`src/rtl/core/ascii_sci_number_parser_macros.svh`:
```
// assertion macros for the ascii scientific number parser
// used by the top level only; needs clk and rst in the including scope
`ifndef ASCII_SCI_NUMBER_PARSER_MACROS_SVH
`define ASCII_SCI_NUMBER_PARSER_MACROS_SVH

// condition must hold in the same cycle as the trigger
`define ASNP_ASSERT_NOW(label, trig, cond) \
  label: assert property (@(posedge clk) disable iff (rst) (trig) |-> (cond)) \
    else $error("asnp check failed");

// condition must hold in the cycle after the trigger
`define ASNP_ASSERT_NEXT(label, trig, cond) \
  label: assert property (@(posedge clk) disable iff (rst) (trig) |=> (cond)) \
    else $error("asnp check failed");

`endif

```
`src/rtl/core/asnp_pkg.sv`:
```
// types and constants for the ascii scientific number parser
// no dependencies
package asnp_pkg;

  localparam int MAX_DIGITS = 18;
  localparam int EXP_LIMIT  = 999;

  localparam logic [1:0] PH_INT  = 2'd0;
  localparam logic [1:0] PH_FRAC = 2'd1;
  localparam logic [1:0] PH_EXP  = 2'd2;

  localparam logic [7:0] CH_PLUS    = 8'h2B;
  localparam logic [7:0] CH_MINUS   = 8'h2D;
  localparam logic [7:0] CH_DOT     = 8'h2E;
  localparam logic [7:0] CH_UPPER_E = 8'h45;
  localparam logic [7:0] CH_LOWER_E = 8'h65;
  localparam logic [7:0] CH_ZERO    = 8'h30;
  localparam logic [7:0] CH_NINE    = 8'h39;

  typedef struct packed {
    logic [1:0]  phase;
    logic        sign_neg;
    logic        exp_neg;
    logic [59:0] digit_acc;
    logic [4:0]  digit_count;
    logic [4:0]  frac_count;
    logic [9:0]  exp_acc;
    logic        ovf_flag;
  } asnp_state_t;

  typedef struct packed {
    logic               overflow;
    logic signed [10:0] exponent;
    logic [4:0]         fraction_digits;
    logic [59:0]        significand;
    logic               negative;
  } asnp_result_t;

  localparam asnp_state_t STATE_RESET = '{
    phase: PH_INT, sign_neg: 1'b0, exp_neg: 1'b0, digit_acc: 60'd0,
    digit_count: 5'd0, frac_count: 5'd0, exp_acc: 10'd0, ovf_flag: 1'b0
  };

endpackage

```
`src/rtl/core/asnp_step.sv`:
```
// per-character parse step: next parser state and the result for a final character
// depends on asnp_pkg
module asnp_step (
  input  asnp_pkg::asnp_state_t  cur,
  input  logic [7:0]             char_code,
  output asnp_pkg::asnp_state_t  nxt,
  output asnp_pkg::asnp_result_t result
);
  import asnp_pkg::*;

  logic        is_digit;
  logic [3:0]  digit;
  logic        lead_zero;
  logic        room;
  logic [59:0] acc_times_ten;
  logic [13:0] exp_v;
  logic [9:0]  exp_mag;

  assign is_digit = char_code inside {[CH_ZERO:CH_NINE]};
  assign digit    = char_code[3:0];
  assign lead_zero = (cur.phase == PH_INT) && (cur.digit_acc == 60'd0) && (digit == 4'd0);
  assign room      = cur.digit_count < 5'(MAX_DIGITS);
  assign acc_times_ten = {cur.digit_acc[56:0], 3'b000} + {cur.digit_acc[58:0], 1'b0}
                         + {56'd0, digit};
  assign exp_v = {1'b0, cur.exp_acc, 3'b000} + {3'b000, cur.exp_acc, 1'b0} + {10'd0, digit};

  always_comb begin
    nxt = cur;
    case (cur.phase)
      PH_INT: begin
        if (char_code == CH_PLUS) begin
          nxt.sign_neg = 1'b0;
        end else if (char_code == CH_MINUS) begin
          nxt.sign_neg = 1'b1;
        end else if (is_digit) begin
          if (!lead_zero) begin
            if (room) begin
              nxt.digit_acc   = acc_times_ten;
              nxt.digit_count = cur.digit_count + 5'd1;
            end else begin
              nxt.ovf_flag = 1'b1;
            end
          end
        end else if (char_code == CH_DOT) begin
          nxt.phase = PH_FRAC;
        end
      end
      PH_FRAC: begin
        if (is_digit) begin
          if (room) begin
            nxt.digit_acc   = acc_times_ten;
            nxt.digit_count = cur.digit_count + 5'd1;
            nxt.frac_count  = cur.frac_count + 5'd1;
          end else begin
            nxt.ovf_flag = 1'b1;
          end
        end else if (char_code inside {CH_UPPER_E, CH_LOWER_E}) begin
          nxt.phase = PH_EXP;
        end
      end
      default: begin
        // exponent phase
        if (char_code == CH_PLUS) begin
          nxt.exp_neg = 1'b0;
        end else if (char_code == CH_MINUS) begin
          nxt.exp_neg = 1'b1;
        end else if (is_digit) begin
          if (exp_v > 14'(EXP_LIMIT)) begin
            nxt.exp_acc  = 10'(EXP_LIMIT);
            nxt.ovf_flag = 1'b1;
          end else begin
            nxt.exp_acc = exp_v[9:0];
          end
        end
      end
    endcase
  end

  assign exp_mag = nxt.exp_acc;

  always_comb begin
    result.negative        = nxt.sign_neg;
    result.significand     = nxt.digit_acc;
    result.fraction_digits = nxt.frac_count;
    result.exponent        = nxt.exp_neg ? -$signed({1'b0, exp_mag})
                                         : $signed({1'b0, exp_mag});
    result.overflow        = nxt.ovf_flag;
  end

endmodule

```
`src/rtl/core/ascii_sci_number_parser.sv`:
```
// ascii scientific number parser, one character per transaction on the input stream
// a final character passes the input register, then the result register behind m_tvalid
// throughput: one character per cycle with a multiply-by-ten-and-add step, except that
// a final character waits in the input register while the previous result is unaccepted
// rst is synchronous: clears both registers' valid flags and returns the parser to
// the integer phase with empty accumulators
`include "ascii_sci_number_parser_macros.svh"
module ascii_sci_number_parser (
  input  logic        clk,
  input  logic        rst,
  input  logic        s_tvalid,
  output logic        s_tready,
  input  logic [7:0]  s_tdata,   // [7:0] char_code
  input  logic        s_tlast,   // last_char
  output logic        m_tvalid,
  input  logic        m_tready,
  output logic [79:0] m_tdata    // [0] negative, [60:1] significand,
                                 // [65:61] fraction_digits, [76:66] exponent,
                                 // [77] overflow, [79:78] zero
);
  import asnp_pkg::*;

  logic         in_valid;
  logic [7:0]   in_char;
  logic         in_last;
  logic         out_free;
  logic         fire;
  asnp_state_t  st;
  asnp_state_t  st_next;
  asnp_result_t step_result;
  asnp_result_t res;

  assign out_free = !m_tvalid || m_tready;
  assign fire     = in_valid && (!in_last || out_free);
  assign s_tready = !in_valid || fire;

  asnp_step u_step (
    .cur       (st),
    .char_code (in_char),
    .nxt       (st_next),
    .result    (step_result)
  );

  always_ff @(posedge clk) begin
    if (rst) begin
      in_valid <= 1'b0;
    end else if (s_tready) begin
      in_valid <= s_tvalid;
    end
  end

  always_ff @(posedge clk) begin
    if (s_tready && s_tvalid) begin
      in_char <= s_tdata;
      in_last <= s_tlast;
    end
  end

  always_ff @(posedge clk) begin
    if (rst) begin
      st <= STATE_RESET;
    end else if (fire) begin
      st <= in_last ? STATE_RESET : st_next;
    end
  end

  always_ff @(posedge clk) begin
    if (rst) begin
      m_tvalid <= 1'b0;
    end else if (fire && in_last) begin
      m_tvalid <= 1'b1;
    end else if (m_tready) begin
      m_tvalid <= 1'b0;
    end
  end

  always_ff @(posedge clk) begin
    if (fire && in_last) begin
      res <= step_result;
    end
  end

  assign m_tdata = {2'b00, res.overflow, res.exponent, res.fraction_digits,
                    res.significand, res.negative};

  `ASNP_ASSERT_NEXT(a_result_after_final, fire && in_last, m_tvalid)
  `ASNP_ASSERT_NEXT(a_cleared_after_final, fire && in_last,
                    st.phase == PH_INT && st.digit_count == 5'd0 && st.exp_acc == 10'd0)
  `ASNP_ASSERT_NOW(a_digit_bounds, 1'b1,
                   st.digit_count <= 5'(MAX_DIGITS) && st.frac_count <= st.digit_count)
  `ASNP_ASSERT_NOW(a_exp_bound, 1'b1, st.exp_acc <= 10'(EXP_LIMIT))

endmodule

```
`config.mk`:
```
export PLATFORM = sky130hd
export DESIGN_NAME = ascii_sci_number_parser
export DESIGN_NICKNAME = d
export VERILOG_FILES = /design/src/rtl/core/asnp_pkg.sv /design/src/rtl/core/asnp_step.sv /design/src/rtl/core/ascii_sci_number_parser.sv
export VERILOG_INCLUDE_DIRS = /design/src /design/src/rtl/core
export SDC_FILE = /design/constraint.sdc
export NUM_CORES = 1
export LEC_CHECK = 0
export ABC_AREA = 1
export BUFFER_PORTS_ARGS = -buffer_cell sky130_fd_sc_hd__clkbuf_2
export CAP_MARGIN = 20
export CORE_ASPECT_RATIO = 1.1
export CORE_MARGIN = 4
export CORE_UTILIZATION = 57
export DETAILED_ROUTE_END_ITERATION = 12
export GPL_ROUTABILITY_DRIVEN = 0
export GPL_TIMING_DRIVEN = 0
export PLACE_DENSITY = 0.79
export SLEW_MARGIN = 20
export SYNTH_ARGS = -nofsm -noshare
export SYNTH_HDL_FRONTEND = slang
export SYNTH_SLANG_ARGS = --single-unit
```
`constraint.sdc`:
```
create_clock -name clk -period 3.3 [get_ports clk]
set_input_delay 0.165 -clock clk [delete_from_list [all_inputs] [get_ports clk]]
set_output_delay 0.165 -clock clk [all_outputs]
set_load 0.05 [all_outputs]
```
# After elaboration in Yosys (flattened, before gate mapping)
# Index checks and enable logic that the tools add are counted.
[word_totals]
ff_bits = 174
latchBits = 0
ram_bits = 0
rom_bits = 0
output_inout_bits = 82
wordCells = 106
n_memories = 0
[op_classes]
addsub = 7
multipliers = 0
div = 0
magnitude_cmp = 4
eq_ne = 17
shift = 0
mux = 39
bitwise = 0
reduce_logical = 21
[op_table]
columns = ["operator", "n"]
rows = [
  ["two-way mux 65 bit", 5],
  ["two-way mux 70 bit", 2],
  ["one-hot mux 65 bit (2 select lines)", 1],
  ["two-way mux 85 bit", 1],
  ["adder 60 x 4 -> 60 bit", 1],
  ["adder 60 bit", 1],
  ["zero test 60 bit", 1],
  ["two-way mux 11 bit", 3],
  ["two-way mux 10 bit", 3],
  ["== test 8 x 6 -> 1 bit (second input constant)", 3],
  ["inequality test 3 bit (second input constant)", 6],
  ["== test 8 x 7 -> 1 bit (second input constant)", 2],
  ["two-way mux 1 bit", 15],
  ["inequality test 3 x 2 -> 1 bit (second input constant)", 5],
  ["adder 13 x 11 -> 14 bit", 1],
  ["adder 14 x 4 -> 14 bit", 1],
  ["> comparator 14 x 10 -> 1 bit (second input constant)", 1],
  ["two-way mux 2 bit", 6],
  ["negation 10 -> 11 bit", 1],
  ["adder 5 x 1 -> 5 bit (second input constant)", 2],
  ["AND reduction 9 bit", 1],
  ["greater-or-equal comparator 8 x 6 -> 1 bit (second input constant)", 1],
  ["<= comparator 8 x 6 -> 1 bit (second input constant)", 1],
  ["AND reduction 8 bit", 1],
  ["other kinds (13)", 23],
]

# Logic depth before layout (Yosys ltp)
[logic_depth]
ltp_word = 10
depth_mapped = 23
ltp_nobuf = 23

# Cells and area by module
# From an unflattened synthesis, not the netlist that was laid out.
[unflattened]
hier_cells = 1812
area_unflattened_um2 = 13422.9
[modules_own_cells]
columns = ["module", "n_inst", "cells_per_inst", "area_per_inst_um2"]
rows = [
  ["asnp_step", 1, 1336, 7698.6],
  ["ascii_sci_number_parser", 1, 476, 5724.2],
]

# Worst setup path before layout
# No wires, ideal clock.
[synth_path]
kind = "register to register"
startpoint = "register in_char[3]"
endpoint = "register res, in the netlist m_tdata[72] (data pin)"
arrival_ps = 3084
required_ps = 3046
path_slack_ps = -38
stages_incl_launch_ff = 20
path_buffers = 0
synth_period_minus_slack_ps = 3338
cell_sequence = "edfxtp_1 inv_1 fa_1 fa_1 inv_1 nand3_1 nand2_2 nand2_2 nand3_1 nand3_2 nor2_8 nand3_4 o21bai_4 ha_1 nand2_1 nor2_4 nand2_1 nand2_1 xor2_1 inv_1"
[synth_rtl]
columns = ["element", "line", "source"]
rows = [
  ["start: declaration", "ascii_sci_number_parser.sv:24", "logic [7:0] in_char;"],
  ["start signal: assignment", "ascii_sci_number_parser.sv:54", "in_char <= s_tdata;"],
  ["end signal: assignment", "ascii_sci_number_parser.sv:79", "res <= step_result;"],
  ["end: declaration", "ascii_sci_number_parser.sv:31", "asnp_result_t res;"],
]

==> flow_summary.yaml <==
status:
  outcome: "complete, but fails checks"
  violations: "setup timing"
place:
  port-buffer-count: 91
  hpwl_mm: 37.9
  dp.cells: 2567
floorplanning:
  num_rows: 61
  fp.dieH_um: 176
  core_mm2: 0.0253
  fp.dieW_um: 161
  die_area_mm2: 0.0283
  ios: 95
  start_util_pct: 57.9
timing:
  postLayoutSetupSlackWorst_ps: -68.2
  fin_crit_sh_pct: 102
  worst_slew_pin_slew_ps: 1020
  hold_viol: 0
  fin_skew_ps: 18.2
  slew_headroom_pct: 32.2
  rsz0062_at_grt: "true"
  min_period_ps: 3370
  final-setup-viol-count: 15
  drv_slew: 0
  fmax_ghz: 0.297
worst_hold_path:
  hp-start: "m_tready"
  hp-class: "primary input to register"
  hold_path_end: "in_valid$_SDFFE_PP0N_"
  min_path_cells: 4
synth:
  yosys.area.top_type: "edfxtp_1"
  synth-edff-count: 87
  synth_cell_types: 56
  synth_seq_cells: 174
  synth.cell_area_mm2: 0.0146
  async_flop_share_pct: 0
  synthCells: 2128
  yosysSeqAreaShare_pct: 29.7
  synthTopCellsByCount: "nand2_1, inv_1, a21oi_1"
  post-synth-top-area-fraction_pct: 17.8
  synth_ff_type: "edfxtp_1"
  synth_area_leaders: "edfxtp_1, nand2_1, dfxtp_1"
  yosysMostFrequentCell: "nand2_1"
  ys_warn_count: 0
  syn_avg_cell_area_um2: 6.88
drt:
  wl_per_cell_um: 19.1
  drt_iter0_drc: 2155
  route.detailed.drc: 0
  dr.pass1.iters: 8
  wl_met2_mm: 22.5
  drt.antenna.violating_nets: 0
  route.met3.wl_mm: 6.11
  met1_length_mm: 18.5
  vias: 16100
  top_layer: "met4"
  via_per_inst: 6.08
  wl_mm: 50.7
global_route:
  grt_pass1_wl_mm: 76.6
  grt_pass1_vias: 14700
  grt_usage_pct: 33.8
  grt_antenna_before_repair: 1
  grt-ovfl-total: 0
  grt_max_degree: 55
clock_tree:
  insertion_delay_ps: 450
  cts_made_buffers: 17
  cts_tree: "yes"
  ctsLongestPathBuffers: 2
  cts_sinks: 174
  path_clk_slew_ps: 80
  htreeDepth: 4
  cts-root-buf: "clkbuf_16"
pwr:
  combPwrFrac_pct: 16.7
  sw_frac_of_total_pct: 30.0
  leakage_nw: 7.89
  p_int_mw: 3.86
  ir_drop_mv: 0.259
  pwr-share-clk_pct: 39.8
  power_switching_mw: 1.65
  powerDensity_mw_per_mm2: 319
  seq_power_share_pct: 43.5
setup_path:
  cp-start-kind: "register"
  crit_type: "register to register"
  cp.arrival_ps: 3580
  crit_fanout: 4
  worstReg2RegEnd: "m_tdata[57]$_DFFE_PP_"
  r2r_setup_slack_ps: -70
  crit_required_ps: 3510
  worst_r2r_path_depth: 18
  critical_path.endpoint_type: "register"
  r2r_start: "in_char[3]$_DFFE_PP_"
run:
  max-cap-violations: 0
cells_and_area:
  area_delta_synth_final_pct: 17.8
  layout-drive-gt1-share_pct: 17.8
  nNetsFinal: 2443
  stdcell_count: 2651
  final_util_pct: 68.2
  nFillCells: 2069
## sequential cells by signal, summed over array words and instances (netlist names)
name,count
in_valid,1
m_tdata,78
m_tvalid,1
in_char,8
in_last,1
st,85
## power groups by stage
stage | clock network [mW] | registers (mW) | logic, mW
6_report | 2.19 | 2.40 | 0.917
5_1_grt | 2.30 | 2.40 | 0.972
4_1_cts | 2.20 | 2.39 | 0.855
3_5_place_dp | 0 | 2.44 | 0.828
3_3_place_gp | 0 | 2.45 | 0.804
2_1_floorplan | 0 | 2.56 | 0.468
## cell usage in the layout (no fill, tap or decap), types with 10 or more instances in the layout
cell type      instances
a21oi_1              206
a21oi_2               19
and3_1                16
buf_2                 14
buf_4                 47
clkbuf_1              30
clkbuf_16             17
clkbuf_2              91
dfxtp_1               80
dlygate4sd3_1         10
edfxtp_1              87
ha_1                 130
inv_1                250
inv_2                 20
nand2_1              493
nand2_2               59
nand2_4               11
nand3_1              107
nand3_2               23
nand3b_1              18
nand4_1               46
nor2_1               190
nor2_2                12
nor3_1                16
o211ai_1              11
o21ai_0               99
xnor2_1               19
xor2_1                18
## worst max-delay path by stage
stage                     cells past startpoint               endpoint  slack (ps)                 start
after global routing                         20  m_tdata[75]$_DFFE_PP_        -200  in_char[3]$_DFFE_PP_
after detailed placement                     18  m_tdata[39]$_DFFE_PP_        -470  in_char[3]$_DFFE_PP_
after global placement                        6  m_tdata[16]$_DFFE_PP_        -490     in_last$_DFFE_PP_
after CTS                                    19  m_tdata[72]$_DFFE_PP_         -80  in_char[3]$_DFFE_PP_
after floorplan                              19  m_tdata[72]$_DFFE_PP_          20  in_char[3]$_DFFE_PP_
final                                        18  m_tdata[57]$_DFFE_PP_         -70  in_char[3]$_DFFE_PP_
## what timing repair did
item / CTS / global route
gates resized for setup: 41 / 133
hold buffers: 10 / 0
hold endpoints to repair: 10 / 0
endpoints found under the setup margin: 62 / 80
pin swaps: 22 / 30
buffers inserted: 16 / 24
## cell families after synthesis
| group | count (synthesis) | share of synthesized area (%) |
|---|---|---|
| AND/OR/NAND/NOR | 1035 | 31.2 |
| AO/OA/AOI/OAI | 401 | 15.1 |
| buffers and inverters | 329 | 8.86 |
| flip-flops | 174 | 29.7 |
| adder cells (fa/ha/maj) | 140 | 12.2 |
| XOR/XNOR | 48 | 2.92 |
| other | 1 | 0.0256 |
## through the flow
stage	area, µm²	power (mW)	worst slack [ps]	setup TNS (ps)	hold WS, ps
finish	17200	5.51	-68.2	-429	105
global route	17200	5.67	-203	-3910	135
detailed placement	15600	3.27	-471	-13950	344
global placement	15500	3.25	-489	-48740	344
CTS	16500	5.45	-75.3	-168	83.1
floorplan	14600	3.02	19.5	0	264
## per-layer routing
| metal | vias up | GRT usage, % |
|---|---|---|
| met5 | - | 0 |
| met4 | 0 | 19.3 |
| met3 | 259 | 6.26 |
| met2 | 1100 | 54.3 |
| met1 | 7319 | 42.9 |
| li1 | 7427 | - |
## worst max-delay path, stage by stage, from the launching register on
cell and delay (ps):
edfxtp_1 480, buf_6 170, fa_1 490, buf_4 120, inv_2 30, fa_2 370, inv_4 80, nand3_2 70
nand2_2 120, nand2_2 70, nand2_4 120, nand3_2 90, nand2_2 120, nand2_1 70, nand2_2 100, nand4_1 200
nand3_2 140, nand3_1 100, and3_4 210
## final cells by class
type	instances	area [µm²]	share of cell area (%)
diodes	2	5.00	0.0290
flip-flops and latches	174	4360	25.3
repair buffers	142	887	5.15
inverters	273	1030	5.97
plain buffers	56	273	1.58
clock buffers	19	443	2.57
multi-input cells	1626	9630	55.8
well taps	346	433	2.51
clock inverters	13	179	1.04
Power figures use the tool's default switching activity.
